**src/design/assert_macros.svh**
```systemverilog
// ----------------------------------------------------------------------------
// assert_macros.svh
// Concurrent assertion helpers, compiled out when SYNTH is defined.
// ----------------------------------------------------------------------------
`ifndef ASSERT_MACROS_SVH
`define ASSERT_MACROS_SVH

`ifndef SYNTH

// property must hold at every clock edge outside reset
`define ASSERT_CLK(label, clk, rst_n, prop, msg) \
    label: assert property (@(posedge clk) disable iff (!rst_n) prop) else $error(msg);

// expression must never be true outside reset
`define ASSERT_NEVER(label, clk, rst_n, expr, msg) \
    label: assert property (@(posedge clk) disable iff (!rst_n) !(expr)) else $error(msg);

`else

`define ASSERT_CLK(label, clk, rst_n, prop, msg)
`define ASSERT_NEVER(label, clk, rst_n, expr, msg)

`endif

`endif

```
**src/design/sblm_pkg.sv**
```systemverilog
// ----------------------------------------------------------------------------
// sblm_pkg
// Shared types and constants of the stylus button layer mapper.
// ----------------------------------------------------------------------------
package sblm_pkg;

    // field widths
    localparam int SLOT_W  = 4;
    localparam int SLOTS   = 2 ** SLOT_W;
    localparam int VB_W    = 7;
    localparam int MV_W    = 4;
    localparam int NCOMP_W = 4;
    localparam int NMOD_W  = 3;
    localparam int CFG_IDX_W  = 2;
    localparam int CFG_DATA_W = 4;

    // configuration register indexes
    localparam logic [CFG_IDX_W-1:0] CFG_NUM_COMPONENTS = 2'd0;
    localparam logic [CFG_IDX_W-1:0] CFG_NUM_MODIFIERS  = 2'd1;
    localparam logic [CFG_IDX_W-1:0] CFG_CHORD_MODE     = 2'd2;

    typedef struct packed {
        logic [NCOMP_W-1:0] num_components;
        logic [NMOD_W-1:0]  num_modifiers;
        logic               chord_mode;
    } t_cfg;

    typedef struct packed {
        logic [SLOT_W-1:0] component;
        logic [MV_W-1:0]   modifier_value;
        logic [SLOTS-1:0]  slot_bits;
    } t_state;

    typedef struct packed {
        logic [VB_W-1:0] virtual_button;
        logic            virtual_pressed;
        logic            last_of_run;
    } t_result;

    typedef struct packed {
        logic [1:0] count;
        t_result    res0;
        t_result    res1;
        t_state     next_state;
    } t_eval;

endpackage

```
**src/design/sblm_eval.sv**
```systemverilog
// ----------------------------------------------------------------------------
// sblm_eval
// Evaluates one button event against the held state: the results it causes
// and the state it leaves behind.
// ----------------------------------------------------------------------------
module sblm_eval
    import sblm_pkg::*;
#(
    parameter int MAX_COMPONENTS = 8,
    parameter int MAX_MODIFIERS  = 4
) (
    input  t_cfg              i_cfg,
    input  t_state            i_state,
    input  logic [SLOT_W-1:0] i_slot,
    input  logic              i_press,
    output t_eval             o_eval
);

    localparam logic [SLOT_W:0] MaxComp = (SLOT_W+1)'(MAX_COMPONENTS);
    localparam logic [NMOD_W-1:0] MaxMod = NMOD_W'(MAX_MODIFIERS);

    // virtual index of a component / modifier pair, kept to 7 bits
    function automatic logic [VB_W-1:0] f_index(
        input logic [SLOT_W-1:0] comp,
        input logic [MV_W-1:0]   mv,
        input logic              chord,
        input logic [NMOD_W-1:0] nm
    );
        logic [VB_W-1:0] base;
        if (chord) begin
            base = VB_W'(comp) << nm;
        end else begin
            base = VB_W'(VB_W'(comp) * (VB_W'(nm) + VB_W'(1)));
        end
        return base + VB_W'(mv);
    endfunction

    logic [SLOT_W-1:0] nc;
    logic [NMOD_W-1:0] nm;
    logic [SLOT_W:0]   limit;
    logic [SLOTS-1:0]  bits_new;
    logic              touch_st;
    logic [SLOT_W-1:0] mdiff;
    logic [NMOD_W-1:0] midx;
    logic [7:0]        onehot;
    logic [MV_W-1:0]   mv_rel;
    logic [MV_W-1:0]   mv_next;
    logic [SLOT_W:0]   pos;
    logic [VB_W-1:0]   old_idx;

    always_comb begin
        // clamp the layout registers
        if (i_cfg.num_components == '0) begin
            nc = SLOT_W'(1);
        end else if ({1'b0, i_cfg.num_components} > MaxComp) begin
            nc = MaxComp[SLOT_W-1:0];
        end else begin
            nc = i_cfg.num_components;
        end
        nm = (i_cfg.num_modifiers > MaxMod) ? MaxMod : i_cfg.num_modifiers;
        limit = (SLOT_W+1)'(nc) + (SLOT_W+1)'(nm) + (SLOT_W+1)'(1);

        // slot state after this event
        if (i_press) begin
            bits_new = i_state.slot_bits | (SLOTS'(1) << i_slot);
        end else begin
            bits_new = i_state.slot_bits & ~(SLOTS'(1) << i_slot);
        end
        touch_st = bits_new[nc];
        old_idx  = f_index(i_state.component, i_state.modifier_value,
                           i_cfg.chord_mode, nm);

        // modifier number within the modifier group
        mdiff  = i_slot - nc - SLOT_W'(1);
        midx   = mdiff[NMOD_W-1:0];
        onehot = 8'd1 << midx;

        // lowest other pressed modifier, for a release outside chord mode
        mv_rel = '0;
        pos    = '0;
        for (int i = MAX_MODIFIERS - 1; i >= 0; i--) begin
            pos = (SLOT_W+1)'(nc) + (SLOT_W+1)'(1) + (SLOT_W+1)'(i);
            if (NMOD_W'(i) < nm && pos != {1'b0, i_slot} && !pos[SLOT_W]
                && bits_new[pos[SLOT_W-1:0]]) begin
                mv_rel = MV_W'(i + 1);
            end
        end

        // new modifier value
        if (i_cfg.chord_mode) begin
            if (i_press) begin
                mv_next = i_state.modifier_value | onehot[MV_W-1:0];
            end else begin
                mv_next = i_state.modifier_value & ~onehot[MV_W-1:0];
            end
        end else if (i_press) begin
            if (i_state.modifier_value == '0
                || i_state.modifier_value > (MV_W'(midx) + MV_W'(1))) begin
                mv_next = MV_W'(midx) + MV_W'(1);
            end else begin
                mv_next = i_state.modifier_value;
            end
        end else begin
            mv_next = mv_rel;
        end

        // results and next state by slot kind
        o_eval.count      = 2'd0;
        o_eval.res0       = '{virtual_button: old_idx, virtual_pressed: 1'b0,
                              last_of_run: 1'b0};
        o_eval.res1       = '0;
        o_eval.next_state = i_state;
        if ({1'b0, i_slot} < limit) begin
            o_eval.next_state.slot_bits = bits_new;
            if (i_slot < nc) begin
                if (i_press) begin
                    o_eval.count = 2'd2;
                    o_eval.next_state.component = i_slot;
                    o_eval.res1 = '{
                        virtual_button:  f_index(i_slot, i_state.modifier_value,
                                                 i_cfg.chord_mode, nm),
                        virtual_pressed: touch_st,
                        last_of_run:     1'b1};
                end
            end else if (i_slot == nc) begin
                o_eval.count = 2'd1;
                o_eval.res0  = '{virtual_button: old_idx, virtual_pressed: i_press,
                                 last_of_run: 1'b1};
            end else begin
                o_eval.count = 2'd2;
                o_eval.next_state.modifier_value = mv_next;
                o_eval.res1 = '{
                    virtual_button:  f_index(i_state.component, mv_next,
                                             i_cfg.chord_mode, nm),
                    virtual_pressed: touch_st,
                    last_of_run:     1'b1};
            end
        end
    end

endmodule

```
**src/design/stylus_button_layer_mapper.sv**
```systemverilog
// ----------------------------------------------------------------------------
// stylus_button_layer_mapper
// Maps physical stylus button events onto a bank of virtual buttons.
// ----------------------------------------------------------------------------
// An event is taken into an input register, evaluated in the next cycle and
// its results placed in a result register, from which they leave one per
// cycle while the output is not stalled. Events that cause no result or one
// result sustain one event per cycle while the output is not stalled; events
// that cause two results (selector press, modifier event) leave the input
// register only once the single result register is empty or sends its last
// result. A new event is taken while results still wait. Configuration writes
// are always ready and are meant for an idle block.
module stylus_button_layer_mapper
    import sblm_pkg::*;
#(
    parameter int MAX_COMPONENTS = 8,
    parameter int MAX_MODIFIERS  = 4
) (
    input  logic                  i_clk,
    input  logic                  i_rst_n,
    // event input
    input  logic                  i_valid,
    output logic                  o_stall,
    input  logic [SLOT_W-1:0]     i_button_slot,
    input  logic                  i_pressed,
    // result output
    output logic                  o_valid,
    input  logic                  i_stall,
    output logic [VB_W-1:0]       o_virtual_button,
    output logic                  o_virtual_pressed,
    output logic                  o_last_of_run,
    // configuration writes
    input  logic                  i_cfg_valid,
    output logic                  o_cfg_ready,
    input  logic [CFG_IDX_W-1:0]  i_cfg_index,
    input  logic [CFG_DATA_W-1:0] i_cfg_data
);

`include "assert_macros.svh"

    t_cfg              r_cfg, n_cfg;
    t_state            r_state, n_state;
    logic              r_in_valid, n_in_valid;
    logic [SLOT_W-1:0] r_in_slot, n_in_slot;
    logic              r_in_press, n_in_press;
    logic              r_pair_valid, n_pair_valid;
    logic              r_two, n_two;
    logic              r_sel, n_sel;
    t_result           r_res0, n_res0;
    t_result           r_res1, n_res1;

    t_eval   eval;
    t_result cur;
    logic    pair_done;
    logic    pair_free;
    logic    in_move;
    logic    in_push;
    logic    in_take;

    // event evaluation
    sblm_eval #(
        .MAX_COMPONENTS (MAX_COMPONENTS),
        .MAX_MODIFIERS  (MAX_MODIFIERS)
    ) u_eval (
        .i_cfg   (r_cfg),
        .i_state (r_state),
        .i_slot  (r_in_slot),
        .i_press (r_in_press),
        .o_eval  (eval)
    );

    // handshake control
    assign pair_done = r_pair_valid && !i_stall && (r_sel || !r_two);
    assign pair_free = !r_pair_valid || pair_done;
    assign in_move   = r_in_valid && (eval.count == 2'd0 || pair_free);
    assign in_push   = in_move && eval.count != 2'd0;
    assign o_stall   = r_in_valid && !in_move;
    assign in_take   = i_valid && !o_stall;
    assign o_cfg_ready = 1'b1;

    // result output
    assign cur               = r_sel ? r_res1 : r_res0;
    assign o_valid           = r_pair_valid;
    assign o_virtual_button  = cur.virtual_button;
    assign o_virtual_pressed = cur.virtual_pressed;
    assign o_last_of_run     = cur.last_of_run;

    // next-state logic
    always_comb begin
        n_cfg        = r_cfg;
        n_state      = r_state;
        n_in_valid   = r_in_valid;
        n_in_slot    = r_in_slot;
        n_in_press   = r_in_press;
        n_pair_valid = r_pair_valid;
        n_two        = r_two;
        n_sel        = r_sel;
        n_res0       = r_res0;
        n_res1       = r_res1;

        // configuration register writes
        if (i_cfg_valid && o_cfg_ready) begin
            case (i_cfg_index)
                CFG_NUM_COMPONENTS: n_cfg.num_components = i_cfg_data[NCOMP_W-1:0];
                CFG_NUM_MODIFIERS:  n_cfg.num_modifiers  = i_cfg_data[NMOD_W-1:0];
                CFG_CHORD_MODE:     n_cfg.chord_mode     = i_cfg_data[0];
                default: ;
            endcase
        end

        // input register
        if (in_take) begin
            n_in_valid = 1'b1;
            n_in_slot  = i_button_slot;
            n_in_press = i_pressed;
        end else if (in_move) begin
            n_in_valid = 1'b0;
        end

        // commit the event's state change
        if (in_move) begin
            n_state = eval.next_state;
        end

        // result register
        if (in_push) begin
            n_pair_valid = 1'b1;
            n_two        = (eval.count == 2'd2);
            n_sel        = 1'b0;
            n_res0       = eval.res0;
            n_res1       = eval.res1;
        end else if (pair_done) begin
            n_pair_valid = 1'b0;
            n_sel        = 1'b0;
        end else if (r_pair_valid && !i_stall) begin
            n_sel = 1'b1;
        end
    end

    // registers
    always_ff @(posedge i_clk) begin
        if (!i_rst_n) begin
            r_cfg        <= '{num_components: NCOMP_W'(1), num_modifiers: '0,
                              chord_mode: 1'b0};
            r_state      <= '0;
            r_in_valid   <= 1'b0;
            r_pair_valid <= 1'b0;
            r_two        <= 1'b0;
            r_sel        <= 1'b0;
        end else begin
            r_cfg        <= n_cfg;
            r_state      <= n_state;
            r_in_valid   <= n_in_valid;
            r_pair_valid <= n_pair_valid;
            r_two        <= n_two;
            r_sel        <= n_sel;
        end
    end

    // payload registers
    always_ff @(posedge i_clk) begin
        r_in_slot  <= n_in_slot;
        r_in_press <= n_in_press;
        r_res0     <= n_res0;
        r_res1     <= n_res1;
    end

    // checks
    `ASSERT_NEVER(a_sel_needs_two, i_clk, i_rst_n, r_pair_valid && r_sel && !r_two, "second result selected for a one-result event")
    `ASSERT_CLK(a_stall_needs_item, i_clk, i_rst_n, o_stall |-> r_in_valid, "input stalled with an empty input register")
    `ASSERT_CLK(a_second_follows, i_clk, i_rst_n, (o_valid && !i_stall && !o_last_of_run) |=> (o_valid && o_last_of_run), "first result not followed by the last one")
    `ASSERT_CLK(a_drain_empties, i_clk, i_rst_n, (pair_done && !in_push) |=> !o_valid, "result register not emptied after its last result")

endmodule

```
**config.mk**
```make
export PLATFORM = sky130hd
export DESIGN_NAME = stylus_button_layer_mapper
export DESIGN_NICKNAME = d
export VERILOG_FILES = /design/src/design/sblm_pkg.sv /design/src/design/sblm_eval.sv /design/src/design/stylus_button_layer_mapper.sv
export VERILOG_INCLUDE_DIRS = /design/src /design/src/design
export SDC_FILE = /design/constraint.sdc
export NUM_CORES = 1
export LEC_CHECK = 0
export BUFFER_PORTS_ARGS = -buffer_cell sky130_fd_sc_hd__buf_2
export CAP_MARGIN = 20
export CORE_ASPECT_RATIO = 1.1
export CORE_UTILIZATION = 51
export DETAILED_ROUTE_END_ITERATION = 10
export PLACE_DENSITY = 0.71
export SKIP_LAST_GASP = 1
export SLEW_MARGIN = 10
export SYNTH_ARGS = -nofsm -noshare
export SYNTH_HDL_FRONTEND = slang
export SYNTH_HIERARCHICAL = 1
export SYNTH_SLANG_ARGS = --single-unit
```
**constraint.sdc**
```tcl
create_clock -name i_clk -period 9 [get_ports i_clk]
set_input_delay 0.45 -clock i_clk [delete_from_list [all_inputs] [get_ports i_clk]]
set_output_delay 0.45 -clock i_clk [all_outputs]
set_load 0.03 [all_outputs]
```
=== Yosys cells after proc, flatten, opt, wreduce, memory -nomap -nowiden ===
Cells that the tools add are included.

* Flip-flop bits (word level): 59
* Input bits: 16
* Output and inout bits: 12
* Logic and storage cells: 163

* $add $sub $neg: 13
* Multiply operators: 2
* $lt $le $gt $ge: 14
* Equal/unequal tests: 8
* Shift operators: 4
* Mux-type cells: 47
* Bitwise gates (word level): 10
* Reduce and logical (&&, ||, !) cells: 47

{| class="wikitable"
|+ Operator list
! operator !! number
|-
| $mux W7 || 8
|-
| $mux W44 || 1
|-
| $mux W4 || 9
|-
| $mux W9 || 3
|-
| $lt A4 B5 Y1 const B || 5
|-
| $add A7 B4 Y7 || 3
|-
| $bmux W1 S4 || 5
|-
| $ne A5 B4 Y1 || 4
|-
| $logic_and A1 B1 Y1 || 18
|-
| $and A16 B16 Y16 || 1
|-
| $mux W16 || 1
|-
| $not A16 Y16 || 1
|-
| $or A16 B16 Y16 || 1
|-
| $shl A1 B4 Y16 const A || 1
|-
| $mux W3 || 5
|-
| $shl A4 B3 Y7 || 2
|-
| $mux W13 || 1
|-
| $add A5 B1 Y5 const B || 2
|-
| $add A5 B2 Y5 const B || 2
|-
| $mux W2 || 5
|-
| $logic_not A1 Y1 || 9
|-
| $mux W1 || 9
|-
| $add A3 B1 Y4 const B || 2
|-
| $logic_not A4 Y1 || 2
|-
| other kinds (28) || 45
|}

=== Depth between registers and ports, before layout ===
Gate-level depths: netlist of run 1.

* Depth after elaboration: 27
* Gate-level depth with buffers: 24
* Mapped depth without buffers: 22

=== Modules after synthesis ===
Netlist of run 1, hierarchy kept.

{| class="wikitable"
|+ Modules (own cells, without submodules)
! module !! times used !! cells an instance !! area an instance (sq um) !! seq. area each (sq um)
|-
| sblm_eval || 1 || 567 || 4272.8 || 0.0
|-
| stylus_button_layer_mapper || 1 || 189 || 2284.7 || 1411.4
|}

=== Worst setup path before layout of run 1 ===
OpenSTA, ideal clock, no wires.

* Path kind: register -> register
* Start: reg r_cfg[5] (netlist name)
* End: reg r_res1[7] (netlist name), data pin
* Library setup time: 270 ps
* Data arrival time: 4870 ps
* Required time: 8730 ps
* Slack: 3860 ps
* Cell stages (with the launch flop): 23
* Path buffers: 2
* Clock period less this slack: 5140 ps
* Cells stage by stage: dfxtp_1 buf_2 nor2b_1 buf_2 clkinv_1 fa_1 xnor2_1 ha_1 ha_1 o21a_1 o21a_1 o21a_1 or2_2 mux2_2 a221oi_2 nor2_1 ha_1 a21oi_1 inv_1 a21oi_1 nor2_1 xnor2_1 o22ai_1

* Word-level cells in the longest chain between the ends: 18
* Elaborated cells on any way between the ends: 61
* Classes of those cells: 10 x add/sub; 4 x order compare; 5 x eq/ne; 1 x shift; 20 x mux; 3 x bitwise; 18 x reduce/logical

{| class="wikitable"
|+ RTL lines
! element !! line !! source
|-
| from (decl) || stylus_button_layer_mapper.sv:41 || <nowiki>t_cfg r_cfg, n_cfg;</nowiki>
|-
| from (signal assigned) || stylus_button_layer_mapper.sv:143 || <nowiki>r_cfg <= '{num_components: NCOMP_W'(1), num_modifiers: '0,</nowiki>
|-
| from (signal assigned) || stylus_button_layer_mapper.sv:151 || <nowiki>r_cfg <= n_cfg;</nowiki>
|-
| $gt A4 B4 Y1 || sblm_eval.sv:55 || <nowiki>end else if ({1'b0, i_cfg.num_components} > MaxComp) begin</nowiki>
|-
| $mux W4 || sblm_eval.sv:55 ||
|-
| $mux W4 (*) || sblm_eval.sv:53 || <nowiki>if (i_cfg.num_components == '0) begin</nowiki>
|-
| branches (longest 15 deep; another with $add A7 B4 Y7) || -- ||
|-
| to (signal assigned) || stylus_button_layer_mapper.sv:165 || <nowiki>r_res1 <= n_res1;</nowiki>
|-
| to (decl) || stylus_button_layer_mapper.sv:50 || <nowiki>t_result r_res1, n_res1;</nowiki>
|}

Mark *: on every way between the ends. The select of a mux whose other input is x is not followed.
A chain may end at the register's enable or synchronous reset.

=== Final worst setup path of run 1 ===
* Start: reg r_cfg[3] (netlist name)
* End: out o_stall

* Word-level cells in the longest chain between the ends: 11

{| class="wikitable"
|+ RTL lines
! element !! line !! source
|-
| $gt A3 B3 Y1 || sblm_eval.sv:60 || <nowiki>nm = (i_cfg.num_modifiers > MaxMod) ? MaxMod : i_cfg.num_modifiers;</nowiki>
|-
| $mux W3 (*) || sblm_eval.sv:60 ||
|-
| $add A4 B3 Y5 (*) || sblm_eval.sv:61 || <nowiki>limit = (SLOT_W+1)'(nc) + (SLOT_W+1)'(nm) + (SLOT_W+1)'(1);</nowiki>
|-
| $add A5 B1 Y5 (*) || sblm_eval.sv:61 ||
|-
| $lt A4 B5 Y1 (*) || sblm_eval.sv:113 || <nowiki>if ({1'b0, i_slot} < limit) begin</nowiki>
|-
| $mux W44 (*) || sblm_eval.sv:113 ||
|-
| $logic_not A2 Y1 (*) || stylus_button_layer_mapper.sv:75 || <nowiki>assign in_move = r_in_valid && (eval.count == 2'd0 || pair_free);</nowiki>
|-
| $logic_or A1 B1 Y1 (*) || stylus_button_layer_mapper.sv:75 ||
|-
| $logic_and A1 B1 Y1 (*) || stylus_button_layer_mapper.sv:75 ||
|-
| $logic_not A1 Y1 (*) || stylus_button_layer_mapper.sv:77 || <nowiki>assign o_stall = r_in_valid && !in_move;</nowiki>
|-
| $logic_and A1 B1 Y1 (*) || stylus_button_layer_mapper.sv:77 ||
|-
| to (decl) || stylus_button_layer_mapper.sv:23 || <nowiki>output logic o_stall,</nowiki>
|}

Mark *: on every way between the ends. The rest lies on a longest branch, timed or not.

==> results.txt, run 1 <==
The overall die area is 0.0133 sq mm. The cell count after synthesis came out at 756. The largest net degree at the start of global routing is 52. The die extent in y is 121 um. The final hold violation count is 0. During I/O placement, the number of pins put on the boundary was 28. The worst setup path is launched from a flip-flop. The total power divided by cell area came out at 123 mW/mm^2.

The accumulated negative setup slack is 0 ps. The mean post-synth cell area came out at 8.67 sq um. The transition time at the pin with the least slew margin is 879 ps.

The total congestion overflow after global routing came out at 0. The number of global-route vias before repair came out at 5321. After clock tree synthesis, the flow added hold-fix buffers numbering 0.

The layout filler cell count is 1161. On the final layout, the worst clock skew is 9.29 ps. The count of nets left with antenna violations after detail routing is 0. TritonCTS built the clock tree. The proportion of synthesized flip-flops having asynchronous set or reset is 0. The die outline width came out at 110 um. The largest fanout of any net on the critical path is 23.

For this run, the detailed router's first-pass iteration total came to 5. The post-layout worst setup margin came out at 2950 ps. Leaving out fill and tap cells, the most frequent cell in the layout is sky130_fd_sc_hd__nand2_1. The detailed-route wire length per cell came out at 17.7 um. The max capacitance violation total came out at 0.

The type of destination of the critical path is an output pin. Setup repair after global routing left no endpoint under its margin. The count of unresolved DRC violations after routing came out at 0. The clock buffer count from CTS came out at 9.

The initial antenna violation count is 0. The post-cts repair resize count is 0. For this block, the routed nets add up to 16200 um of wire. The clock-pin slew of the registers on the worst-case setup and hold paths is 50 ps. The number of different library cells in the post-synthesis netlist is 77. The number of antenna diodes in the final layout is 0. The peak clock frequency supported by timing came out at 0.165 GHz. The cell area after synthesis came out at 0.00656 sq mm. The number of endpoints failing setup at the final stage is 0. The minimum period implied by the final worst setup slack came out at 6050 ps. The flow ran to the end, and the final reports show no timing, DRC or antenna violations.

For the worst setup path, the data required time is 8550 ps. Once the clock tree was built, the setup fixing pass inserted 0 buffers. Leaving out fill and tap cells, the most frequent cells in the layout are sky130_fd_sc_hd__nand2_1 (86), sky130_fd_sc_hd__mux2i_1 (61), sky130_fd_sc_hd__nor2_1 (60), sky130_fd_sc_hd__ha_1 (56), sky130_fd_sc_hd__inv_1 (47). The initial utilization of the core area, before any placement, comes to 0.521. For this run, the total global-route usage over all layers was measured as 0.262.

The clock passes through at most 2 buffers. The number of core rows came out at 43. The first-pass GRT wire length is 26500 um. The share of final-layout standard cells stronger than drive strength 1 came out at 0.137. The area growth from synthesis to layout is 6.01%.

OpenSTA, run right after detailed placement, puts the worst setup slack at 3310 ps. The area taken by flip-flops and latches came out at 0.00141 sq mm. Dividing the final minimum period by the clock period gives 0.672.

The critical path arrival is 5600 ps. The number of flip-flops and latches in the synthesized netlist came out at 59. The highest ir drop seen on vdd is 0.000124 V. The tightest min-delay check is of the input port to flip-flop type. The leading register cell type out of synthesis is sky130_fd_sc_hd__dfxtp_1. The area of the core region is 0.0126 sq mm.

Sorting the synthesized cells by area gives the leading types as sky130_fd_sc_hd__dfxtp_1 (11%), sky130_fd_sc_hd__ha_1 (11%), sky130_fd_sc_hd__edfxtp_1 (11%). The total number of vias is 5465. The utilization of the core after routing came out at 0.552.

The count of warnings emitted by yosys came out at 6. The number of enable-type register cells in the synthesized netlist came out at 23. The share of synthesized area in the top cell type comes to 0.110. The number of nets in the layout came out at 838. The total count of max-transition violations in the final report came to 0. Summed over all cells, the static leakage comes to 2.94 nW. The number of vias per cell after detailed routing came out at 5.97. After legalization and detailed placement, the total HPWL measured 12100 um. The count of input and output buffers came out at 26. The category of the critical setup timing path is flip-flop to output pin. The H-tree was split into 3 levels. The clock root buffer is sky130_fd_sc_hd__clkbuf_16. The later-pin clock latency in the skew report is 350 ps.

The weighted congestion reported at the end of routability-driven placement is 0.998. Summed over all instances, the cell type with the most area after synthesis is sky130_fd_sc_hd__dfxtp_1. The total area of multi-input combinational cells is 0.00468 sq mm. For this design, the sink count on the clock tree is 59.

The initial detailed-routing violation count came out at 266. The sequential area share after synthesis came out at 0.215. Headroom to the max-slew limit came out at 0.414.
[path summary, 6_finish.rpt]
kind                                   from          end  slack, ps  cells after the start
worst max-delay path               r_cfg[3]      o_stall       2950                     14
worst min-delay path              i_pressed   r_in_press        280                      1
worst max register to register     r_cfg[7]    r_res1[8]       3260                     19
worst min register to register  r_state[14]  r_state[14]        470                      2
[flip-flops by register name, summed over array words and instances (netlist names)]
register	flops
r_sel	1
r_res1	9
r_state	24
r_in_press	1
r_cfg	8
o_valid	1
r_in_slot	4
r_res0	9
r_in_valid	1
r_two	1
[layout make-up]
cell class / count / area share
Multi-Input combinational cell: 599 / 0.673
Sequential cell: 59 / 0.203
Clock buffer: 10 / 0.0344
Tap cell: 157 / 0.0283
Timing Repair Buffer: 34 / 0.0274
Inverter: 50 / 0.0270
Clock inverter: 6 / 0.00702
[worst max-delay path: stages (launching register included)]
cell and delay, ps:
sky130_fd_sc_hd__dfxtp_1 840, sky130_fd_sc_hd__nor2b_1 360, sky130_fd_sc_hd__inv_1 350, sky130_fd_sc_hd__nand2_1 140
sky130_fd_sc_hd__fa_1 510, sky130_fd_sc_hd__inv_1 40, sky130_fd_sc_hd__ha_1 190, sky130_fd_sc_hd__o41ai_1 460
sky130_fd_sc_hd__a21boi_0 230, sky130_fd_sc_hd__o21ai_2 730, sky130_fd_sc_hd__nand2_1 480, sky130_fd_sc_hd__nand2_1 320
sky130_fd_sc_hd__o221ai_2 160, sky130_fd_sc_hd__nor2_1 200, sky130_fd_sc_hd__buf_2 230
[per-layer routing]
layer  up-vias  global-route usage  part of all wire
met5         -                   0                 0
met4         0               0.123             0.035
met3        39              0.0440             0.054
met2       159               0.443              0.48
met1      2600               0.319              0.43
li1       2667                   -                 -
[metrics by stage]
step	total power (W)	std cells	area [sq um]	hold WS, ps
after floorplan	0.000485	760	6570	446
after global placement	0.000525	899	6660	458
after detailed placement	0.000533	899	6660	466
after CTS	0.000863	915	6950	270
after global routing	0.000899	915	6950	271
final	0.000858	915	6950	279
[kinds of logic after synthesis]
kind of cell | share of synthesized area
fa+ha+maj | 0.147
flops | 0.215
compound gates | 0.152
simple gates | 0.195
buf+inv | 0.0736
mux | 0.161
xor+xnor | 0.0550
other cells | 0.00172
[cells in the mapped netlist, types with 6 or more instances]
| cell | instances |
|---|---|
| sky130_fd_sc_hd__dfxtp_1 | 36 |
| sky130_fd_sc_hd__o21ai_0 | 21 |
| sky130_fd_sc_hd__buf_4 | 7 |
| sky130_fd_sc_hd__mux2i_1 | 61 |
| sky130_fd_sc_hd__mux4_2 | 7 |
| sky130_fd_sc_hd__nor2_1 | 60 |
| sky130_fd_sc_hd__xor2_1 | 21 |
| sky130_fd_sc_hd__ha_1 | 56 |
| sky130_fd_sc_hd__xnor2_1 | 15 |
| sky130_fd_sc_hd__o21a_1 | 10 |
| sky130_fd_sc_hd__mux2_2 | 24 |
| sky130_fd_sc_hd__edfxtp_1 | 23 |
| sky130_fd_sc_hd__clkbuf_1 | 22 |
| sky130_fd_sc_hd__and2_1 | 9 |
| sky130_fd_sc_hd__nand3b_1 | 7 |
| sky130_fd_sc_hd__buf_2 | 15 |
| sky130_fd_sc_hd__nand3_1 | 10 |
| sky130_fd_sc_hd__o22ai_1 | 9 |
| sky130_fd_sc_hd__nand2_1 | 86 |
| sky130_fd_sc_hd__nor3_1 | 9 |
| sky130_fd_sc_hd__a21oi_1 | 41 |
| sky130_fd_sc_hd__nor2b_1 | 16 |
| sky130_fd_sc_hd__a22oi_1 | 6 |
| sky130_fd_sc_hd__nand2b_1 | 10 |
| sky130_fd_sc_hd__a21o_1 | 11 |
| sky130_fd_sc_hd__fa_1 | 13 |
| sky130_fd_sc_hd__inv_1 | 47 |
[power by group]
part           internal [W]  switching (W)  total, W
logic             0.0000920       0.000138  0.000230
registers          0.000289      0.0000112  0.000300
clock network      0.000196       0.000133  0.000328
(Power assumes the default switching activity.)
==> run 2, diff against run 1 <==
ABC_AREA = 1   (was not set)
clock period = 5.9 ns   (was 9 ns; I/O delays follow)
==> run 2 against run 1 <==
Compared with the run above:
- register-to-register slack got worse by 2600 ps
- setup slack worse by 2200 ps
- via count up 15%
- clock skew decreased by 1.3 ps
- combinational power rose to 2.7 times the previous value
- wire length is 1.9% higher
- largest power group is now combinational logic
- non-clock buffer count down 1
- highest routed layer unchanged
- final area shrank 1.7%
- critical path type is now flip-flop to flip-flop
- synthesized area shrank 2.4%
==> results.txt, run 2 <==
In this run the critical register-to-register path is launched from r_cfg[3]. The later-pin clock latency in the skew report came out at 330 ps (-20 ps). The proportion of synthesized flip-flops having asynchronous set or reset is 0 (unchanged). The deepest clock path buffer count is 2 (unchanged). The number of flip-flops and latches in the synthesized netlist is 59 (unchanged). The number of global-route vias before repair came out at 5797 (+8.9%). The max-slew headroom at the worst pin came to 0.341 (-0.0729). The simple-gate area share of the yosys netlist came out at 0.350 (+0.155). The accumulated negative setup slack came out at 0 ps (unchanged). The global-route usage over all layers is 0.269 (+0.00717). The number of different library cells in the post-synthesis netlist was 50 (-35%). The flip-flop count of the largest register, all copies and words added is 24 (unchanged). Of all cell types, the one taking the most synthesized area is sky130_fd_sc_hd__nand2_1. The total power divided by cell area was 239 mW/mm^2 (+94%).

The depth of the worst hold-timing path is 1 (unchanged). The total power draw is 0.00163 W (+90%). The synthesized-area fraction occupied by ao, oa, aoi and oai cells is 0.139 (-0.0131).

For this run, the leading register cell type out of synthesis is sky130_fd_sc_hd__dfxtp_1. The weighted congestion reported at the end of routability-driven placement came out at 0.977 (-2.1%). The post-cts repair resize count came out at 0 (unchanged). The minimum period implied by the final worst setup slack is 5190 ps. The buffering stage count on the worst path with inverters included was 3 (unchanged).

The number of vias per cell after detailed routing came out at 5.62 (-5.9%). The mean post-synth cell area is 6.68 sq um (-23%). The aggregate routed wire length is 16500 um (+1.9%). The final clock period utilization by the worst path came out at 0.880.

In this run the clock root is driven by a sky130_fd_sc_hd__clkbuf_16. The number of core rows came out at 42 (-2.3%). The highest cell delay on the worst timing path came to 690 ps (-150 ps). The count of hold buffers inserted by post-cts repair was 0 (unchanged). Timing would allow up to 0.193 GHz.

The worst setup path is of the flip-flop to flip-flop kind. The slowest cell on the critical path is sky130_fd_sc_hd__nor2_1. STA classifies the critical path startpoint as a flip-flop. The total congestion overflow after global routing came out at 0 (unchanged). The number of endpoints failing setup at the final stage is 0 (unchanged). The commonest cells after synthesis are sky130_fd_sc_hd__nand2_1 (197), sky130_fd_sc_hd__nand3_1 (128), sky130_fd_sc_hd__inv_1 (106). The largest fanout of any net on the critical path came out at 14 (-39%). The critical path starts at r_cfg[3]. The count of unresolved DRC violations after routing was 0 (unchanged). The critical path ends at r_res1[8].

The CTS tree is done. The share of the synthesized area in the top cell type was 0.116 (+0.00562). The transition time at the pin with the least slew margin is 975 ps (+96.7 ps). The worst path required time was 5970 ps (-2580 ps). The clock-pin slew of the registers on the worst-case setup and hold paths is 60 ps (about the same). Compared with the post-synthesis result, the final layout area differs by 6.72%. The final worst clock skew is 7.95 ps (-1.34 ps).

The first-pass GRT wire length came to 27400 um (+3.2%). The number of primary I/O pins came out at 28 (unchanged). The final hold violation count is 0 (unchanged). The clock buffer count from CTS is 9 (unchanged). The number of enable-type register cells in the synthesized netlist came out at 23 (unchanged). Setup repair after global routing left no endpoint under its margin. The share of final-layout standard cells stronger than drive strength 1 came out at 0.0963 (-0.0409). The count of nets left with antenna violations after detail routing is 0 (unchanged). The cell area after synthesis was 0.00640 sq mm (-2.4%). The mux share of post-synthesis cell area was 0 (-0.161).

The run finished with clean final reports. The number of antenna diodes came out at 0 (unchanged). The register-to-register setup slack is 710 ps (-2550 ps).

The share of the synthesized netlist area taken by xor and xnor gates came out at 0.0313 (-0.0237). Ranked by total cell area, the synthesized netlist is headed by sky130_fd_sc_hd__nand2_1 (12%), sky130_fd_sc_hd__dfxtp_1 (11%), sky130_fd_sc_hd__ha_1 (11%). The depth of the CTS H-tree is 3 (unchanged). The largest registers in the layout are r_state: 24 flops, r_res0: 9 flops, r_res1: 9 flops. The number of nets in the layout came out at 1046 (+25%).

The count of input and output buffers came to 26 (unchanged). The largest net degree at the start of global routing is 52 (unchanged). The count of buffers added by post-CTS timing repair for setup was 0 (unchanged).

The starting utilization of the core area came out at 0.527 (+0.00644). The adder and majority cell fraction of the synthesized area came out at 0.150 (+0.00358). The number of cells traversed by the worst register-to-register path is 15 (-4). The highest ir drop seen on vdd is 0.000127 V (+2.8%). The area of the core region is 0.0121 sq mm (-3.6%). The initial detailed-routing violation count is 549 (+110%). The total count of max-transition violations in the final report came out at 0 (unchanged). The number of standard cells after synthesis came to 958 (+27%). The critical path arrival is 5260 ps (-340 ps). The count of warnings emitted by yosys was 6 (unchanged). The total number of vias came out at 6295 (+15%). The die extent in y came to 120 um (-1.2%). The class of the tightest hold or removal check is input port to flip-flop.

The die outline width came to 109 um (-1.2%). Walking the worst path, the cells encountered are nor2_1, inv_1, ha_1, inv_1, nand2_1, fa_1, fa_1, fa_1, o221ai_1, ha_1, inv_1, o31ai_1, nand4_1, nand4_1, o21ai_0. The most frequent standard cell in the layout excluding fill and tap cells is sky130_fd_sc_hd__nand2_1. The half-perimeter wire length after detailed placement was 12300 um (+1.3%).

The cell depth of the worst setup path is 15 (+1). r_state holds more flip-flops than any other register. The leakage power is 3.20 nW (+8.8%). The worst setup path is captured at a flip-flop. The initial antenna violation count came to 0 (unchanged).

The worst register-to-register path ends at r_res1[8]. The detailed-routing iteration count for the pre-antenna-repair pass is 8 (+3). Grouping stages by cell kind, the critical path spends the most delay in adder cells.

The sequential area share after synthesis is 0.220 (+0.00526). The overall die area is 0.0130 sq mm (-2.3%). The max capacitance violation total is 0 (unchanged). The detailed-route wire length per cell is 14.7 um (-17%).

The most common cell in the synthesized netlist is sky130_fd_sc_hd__nand2_1. After synthesis, the largest family of logic cells by area is simple AND/OR/NAND/NOR gates. The library cells used most frequently in the layout, excluding fill and tap cells, are sky130_fd_sc_hd__nand2_1 (197), sky130_fd_sc_hd__nand3_1 (128), sky130_fd_sc_hd__inv_1 (106), sky130_fd_sc_hd__nor2_1 (101), sky130_fd_sc_hd__a21oi_1 (62). The clock net sink count came out at 59 (unchanged).
[run 2: changes by cell type in the layout (fill, tap and decap cells not counted), moves of 12 or more]
| cell | previous run | this run |
|---|---|---|
| sky130_fd_sc_hd__a21oi_1 | 41 | 62 |
| sky130_fd_sc_hd__a31oi_1 | 4 | 20 |
| sky130_fd_sc_hd__inv_1 | 47 | 106 |
| sky130_fd_sc_hd__mux2_2 | 24 | 0 |
| sky130_fd_sc_hd__mux2i_1 | 61 | 0 |
| sky130_fd_sc_hd__nand2_1 | 86 | 197 |
| sky130_fd_sc_hd__nand3_1 | 10 | 128 |
| sky130_fd_sc_hd__nand4_1 | 5 | 22 |
| sky130_fd_sc_hd__nor2_1 | 60 | 101 |
| sky130_fd_sc_hd__nor2b_1 | 16 | 0 |
| sky130_fd_sc_hd__o21ai_0 | 21 | 33 |
[run 2: worst min-delay path by stage]
stage,from,end,slack (ps)
2_1_floorplan,i_pressed,r_in_press,390
3_3_place_gp,r_two,r_two,460
3_5_place_dp,r_cfg[1],r_cfg[1],450
4_1_cts,i_pressed,r_in_press,130
5_1_grt,i_button_slot[1],r_in_slot[1],130
6_report,i_pressed,r_in_press,140
[run 2: power breakdown]
| group | total, W | switching [W] | internal [W] | leakage (nW) |
|---|---|---|---|---|
| Combinational | 0.000611 | 0.000394 | 0.000217 | 2.54 |
| Sequential | 0.000491 | 0.0000309 | 0.000460 | 0.509 |
| Clock | 0.000532 | 0.000195 | 0.000336 | 0.150 |
[run 2: layout make-up]
class	instances	area, sq um
clock buffer	11	243
clock inverter	5	51.3
fill	1217	5310
inverter	115	434
multi-input combinational	743	4320
sequential	59	1410
tap	154	193
timing repair buffer	33	183
[run 2: routing by layer]
metal	up-vias	routed length, um	global-route usage
li1	3219	-	-
met1	2838	7180	0.328
met2	197	7880	0.467
met3	41	995	0.0429
met4	0	436	0.104
met5	-	0	0
[run 2: kinds of logic after synthesis]
logic type,count (synthesis)
simple gates,491
buf+inv,160
compound gates,154
fa+ha+maj,69
flops,59
xor+xnor,22
other cells,3
[run 2: worst register-to-register path, stage by stage, from the launching register on]
cell,delay [ps]
sky130_fd_sc_hd__dfxtp_1,410
sky130_fd_sc_hd__nor2_1,690
sky130_fd_sc_hd__inv_1,290
sky130_fd_sc_hd__ha_1,410
sky130_fd_sc_hd__inv_1,130
sky130_fd_sc_hd__nand2_1,80
sky130_fd_sc_hd__fa_1,480
sky130_fd_sc_hd__fa_1,550
sky130_fd_sc_hd__fa_1,560
sky130_fd_sc_hd__o221ai_1,150
sky130_fd_sc_hd__ha_1,370
sky130_fd_sc_hd__inv_1,70
sky130_fd_sc_hd__o31ai_1,390
sky130_fd_sc_hd__nand4_1,150
sky130_fd_sc_hd__nand4_1,120
sky130_fd_sc_hd__o21ai_0,90
[run 2: stage by stage]
stage                     setup WS, ps  hold slack, ps  utilization  cells  instance area [sq um]
after global placement             952             457        0.539   1104                   6540
after detailed placement           821             448        0.539   1104                   6540
final                              707             135        0.563   1120                   6830
after CTS                          782             127        0.563   1120                   6830
after global routing               330             133        0.563   1120                   6830
after floorplan                   1340             394            -    962                   6420
==> run 3, diff against run 2 <==
RECOVER_POWER = 25   (was not set)
==> run 3 against run 2 <==
Compared with the run above:
- the run now ends with max-capacitance violations, max-slew violations left
- sequential share of layout area is essentially flat
- wire length is essentially flat
- die area unchanged
- total power about the same
- clock skew about the same
- cell count is the same
- clock power barely moved
- via count decreased by 0.35%
==> results.txt, run 3 (same netlist as run 2, synthesis figures left out) <==
The final hold violation count is 0 (unchanged). The highest cell delay on the worst timing path came out at 680 ps (about the same). The total area of multi-input combinational cells is 0.00432 sq mm (unchanged). The weighted congestion reported at the end of routability-driven placement is 0.977 (unchanged). The count of buffers added by post-CTS timing repair for setup is 0 (unchanged). The number of vias per cell after detailed routing is 5.60 (-0.35%).

The min-delay analysis places its worst path in the category input port to flip-flop. The path with the worst hold slack has its endpoint at r_in_press. The clock buffer count from CTS came to 9 (unchanged).

The highest ir drop seen on vdd came out at 0.000127 V (about the same). The deepest clock path buffer count came out at 2 (unchanged). The global-route usage over all layers came out at 0.269 (unchanged).

The post-route cell area came to 0.00682 sq mm (-0.18%). The count of input and output buffers came out at 26 (unchanged). The post-cts repair resize count came out at 0 (unchanged). The CTS tree is done. The area taken by flip-flops and latches came out at 0.00141 sq mm (unchanged). In the final layout, the registers with the most flip-flops are r_state: 24 flops, r_res0: 9 flops, r_res1: 9 flops.

The die extent in y is 120 um (unchanged). The type of destination of the critical path is a flip-flop. The share of final-layout standard cells stronger than drive strength 1 was 0.0849 (-0.0114). The largest fanout of any net on the critical path came out at 14 (unchanged). The number of nets in the layout was 1046 (unchanged). The worst path required time is 5980 ps (about the same).

The most frequent standard cell in the layout excluding fill and tap cells is sky130_fd_sc_hd__nand2_1. The max-slew headroom at the worst pin is -0.132 (-0.473). The setup path with the least slack is of type flip-flop to flip-flop. The number of primary I/O pins came to 28 (unchanged). Setup repair after global routing left no endpoint under its margin. The startpoint identified for the worst hold timing path is i_pressed. In the layout the commonest cells are sky130_fd_sc_hd__nand2_1 (197), sky130_fd_sc_hd__nand3_1 (128), sky130_fd_sc_hd__inv_1 (107), sky130_fd_sc_hd__nor2_1 (101), sky130_fd_sc_hd__a21oi_1 (62). The register-to-register setup slack is 720 ps (about the same). The detailed-routing iteration count for the pre-antenna-repair pass came out at 6 (-2). The transition time at the pin with the least slew margin is 1700 ps (+723 ps).

The post-layout worst setup margin is 716 ps (+9.28 ps). The internal power consumption was 0.00101 W (-0.14%). The worst setup slack after placement came out at 821 ps (unchanged). The top register by number of flip-flops is r_state.

STA classifies the critical path startpoint as a flip-flop. The final reports fail on max-capacitance violations, max-slew violations. The area of placed instances is 0.00654 sq mm (unchanged). The portion of total power attributed to sequential cells is 0.300 (about the same). The switching part of the total came out at 0.381 (+0.00107). The total count of max-transition violations in the final report came out at 37 (+37).

The total congestion overflow after global routing was 0 (unchanged). The minimum period implied by the final worst setup slack came to 5180 ps (-9.28 ps). The starting utilization of the core area is 0.527 (unchanged). The buffering stage count on the worst path with inverters included came to 3 (unchanged). The peak clock frequency supported by timing is 0.193 GHz (+0.18%).

The power dissipated by switching net loads came to 0.000622 W (+0.32%). The initial detailed-routing violation count came out at 549 (unchanged). The number of endpoints failing setup at the final stage is 0 (unchanged).

The die outline width came to 109 um (unchanged). The final worst clock skew came out at 7.91 ps (-0.0388 ps). The leakage power is 3.17 nW (-0.89%). Broken down by cell family, the worst path's largest delay share belongs to adder cells. The later-pin clock latency in the skew report came out at 340 ps (about the same). The aggregate routed wire length is 16500 um (about the same). The first-pass GRT wire length came out at 27400 um (unchanged). The initial antenna violation count came out at 0 (unchanged). The proportion of power drawn by the clock network is 0.327 (about the same). The final clock period utilization by the worst path is 0.879 (-0.00157). The total power divided by cell area is 240 mW/mm^2 (+0.22%). The largest net degree at the start of global routing was 52 (unchanged). The layout filler cell count is 1226 (+0.74%). The number of cells traversed by the worst register-to-register path came to 15 (unchanged). The count of hold buffers inserted by post-cts repair is 0 (unchanged). The total number of vias came out at 6273 (-0.35%).

The depth of the worst hold-timing path came to 1 (unchanged). The number of antenna diodes is 0 (unchanged). The number of global-route vias before repair came to 5797 (unchanged).

The half-perimeter wire length after detailed placement came out at 12300 um (unchanged). The flip-flop count of the largest register, all copies and words added came out at 24 (unchanged). The root buffer cell chosen for the clock tree is sky130_fd_sc_hd__clkbuf_16.

The number of core rows came out at 42 (unchanged). The count of unresolved DRC violations after routing was 0 (unchanged). The run finished, with violations left.

The area added between synthesis and finish came out at 6.53%. The clock net sink count is 59 (unchanged). The combinational fraction of design power is 0.373 (about the same). The detailed-route wire length per cell came out at 14.7 um (about the same). The max capacitance violation total is 1 (+1). The overall die area was 0.0130 sq mm (unchanged). The slowest cell on the critical path is sky130_fd_sc_hd__nor2_1. The depth of the CTS H-tree came out at 3 (unchanged).

The worst register-to-register path ends at r_res1[8]. The accumulated negative setup slack is 0 ps (unchanged). Walking the worst path, the cells encountered are nor2_1, inv_1, ha_1, inv_1, nand2_1, fa_1, fa_1, fa_1, o221ai_1, ha_1, inv_1, o31ai_1, nand4_1, nand4_1, o21ai_0. The area of the core region is 0.0121 sq mm (unchanged). The clock-pin slew of the registers on the worst-case setup and hold paths came to 60 ps (about the same). The startpoint identified for the worst register-to-register timing path is r_cfg[3].

The count of nets left with antenna violations after detail routing is 0 (unchanged). The critical path arrival came out at 5260 ps (about the same).
-- run 3: cell count changes in the layout (fill, tap and decap cells not counted) --
cell | before | now
sky130_fd_sc_hd__buf_2 | 26 | 16
sky130_fd_sc_hd__clkbuf_1 | 1 | 11
sky130_fd_sc_hd__inv_1 | 106 | 107
sky130_fd_sc_hd__inv_2 | 7 | 6
-- run 3: power by group through the flow --
| stage | registers [W] | logic, W | clock network (W) |
|---|---|---|---|
| 6_report | 0.000490 | 0.000609 | 0.000534 |
| 5_1_grt | 0.000495 | 0.000693 | 0.000556 |
| 4_1_cts | 0.000491 | 0.000605 | 0.000543 |
| 3_5_place_dp | 0.000499 | 0.000600 | 0 |
| 3_3_place_gp | 0.000498 | 0.000594 | 0 |
| 2_1_floorplan | 0.000486 | 0.000492 | 0 |
-- run 3: layer usage --
layer / routed length (um) / vias to the layer above / part of all wire / GRT usage
met5: 0 / - / 0 / 0
met1: 7130 / 2815 / 0.43 / 0.328
met3: 1110 / 39 / 0.067 / 0.0429
li1: - / 3221 / - / -
met2: 7790 / 198 / 0.47 / 0.467
met4: 461 / 0 / 0.028 / 0.104
-- run 3: layout make-up --
class                           instances  area share
Multi-Input combinational cell        743       0.633
Sequential cell                        59       0.207
Inverter                              115      0.0637
Clock buffer                           11      0.0356
Tap cell                              154      0.0283
Timing Repair Buffer                   33      0.0250
Clock inverter                          5     0.00752
-- run 3: through the flow --
step	std cells	utilization	power, W	hold slack, ps
after floorplan	962	-	0.000979	394
after global placement	1104	0.539	0.00109	457
after detailed placement	1104	0.539	0.00110	448
after CTS	1120	0.563	0.00164	127
after global routing	1120	0.562	0.00174	133
final	1120	0.562	0.00163	130
-- run 3: worst max-delay path by stage --
| stage | startpoint | to | slack (ps) | cells after the start |
|---|---|---|---|---|
| 5_1_grt | r_cfg[3] | r_res1[8] | 330 | 16 |
| 6_report | r_cfg[3] | r_res1[8] | 720 | 15 |
| 3_3_place_gp | r_cfg[3] | r_res1[8] | 950 | 16 |
| 2_1_floorplan | r_cfg[3] | r_res1[8] | 1340 | 18 |
| 4_1_cts | r_cfg[3] | r_res1[8] | 780 | 15 |
| 3_5_place_dp | r_cfg[3] | r_res1[8] | 820 | 16 |
-- run 3: worst reg2reg max path, cell delays in order (launching register included) --
cell	delay, ps
sky130_fd_sc_hd__dfxtp_1	410
sky130_fd_sc_hd__nor2_1	680
sky130_fd_sc_hd__inv_1	280
sky130_fd_sc_hd__ha_1	410
sky130_fd_sc_hd__inv_1	140
sky130_fd_sc_hd__nand2_1	80
sky130_fd_sc_hd__fa_1	480
sky130_fd_sc_hd__fa_1	550
sky130_fd_sc_hd__fa_1	560
sky130_fd_sc_hd__o221ai_1	150
sky130_fd_sc_hd__ha_1	360
sky130_fd_sc_hd__inv_1	60
sky130_fd_sc_hd__o31ai_1	400
sky130_fd_sc_hd__nand4_1	150
sky130_fd_sc_hd__nand4_1	120
sky130_fd_sc_hd__o21ai_0	90
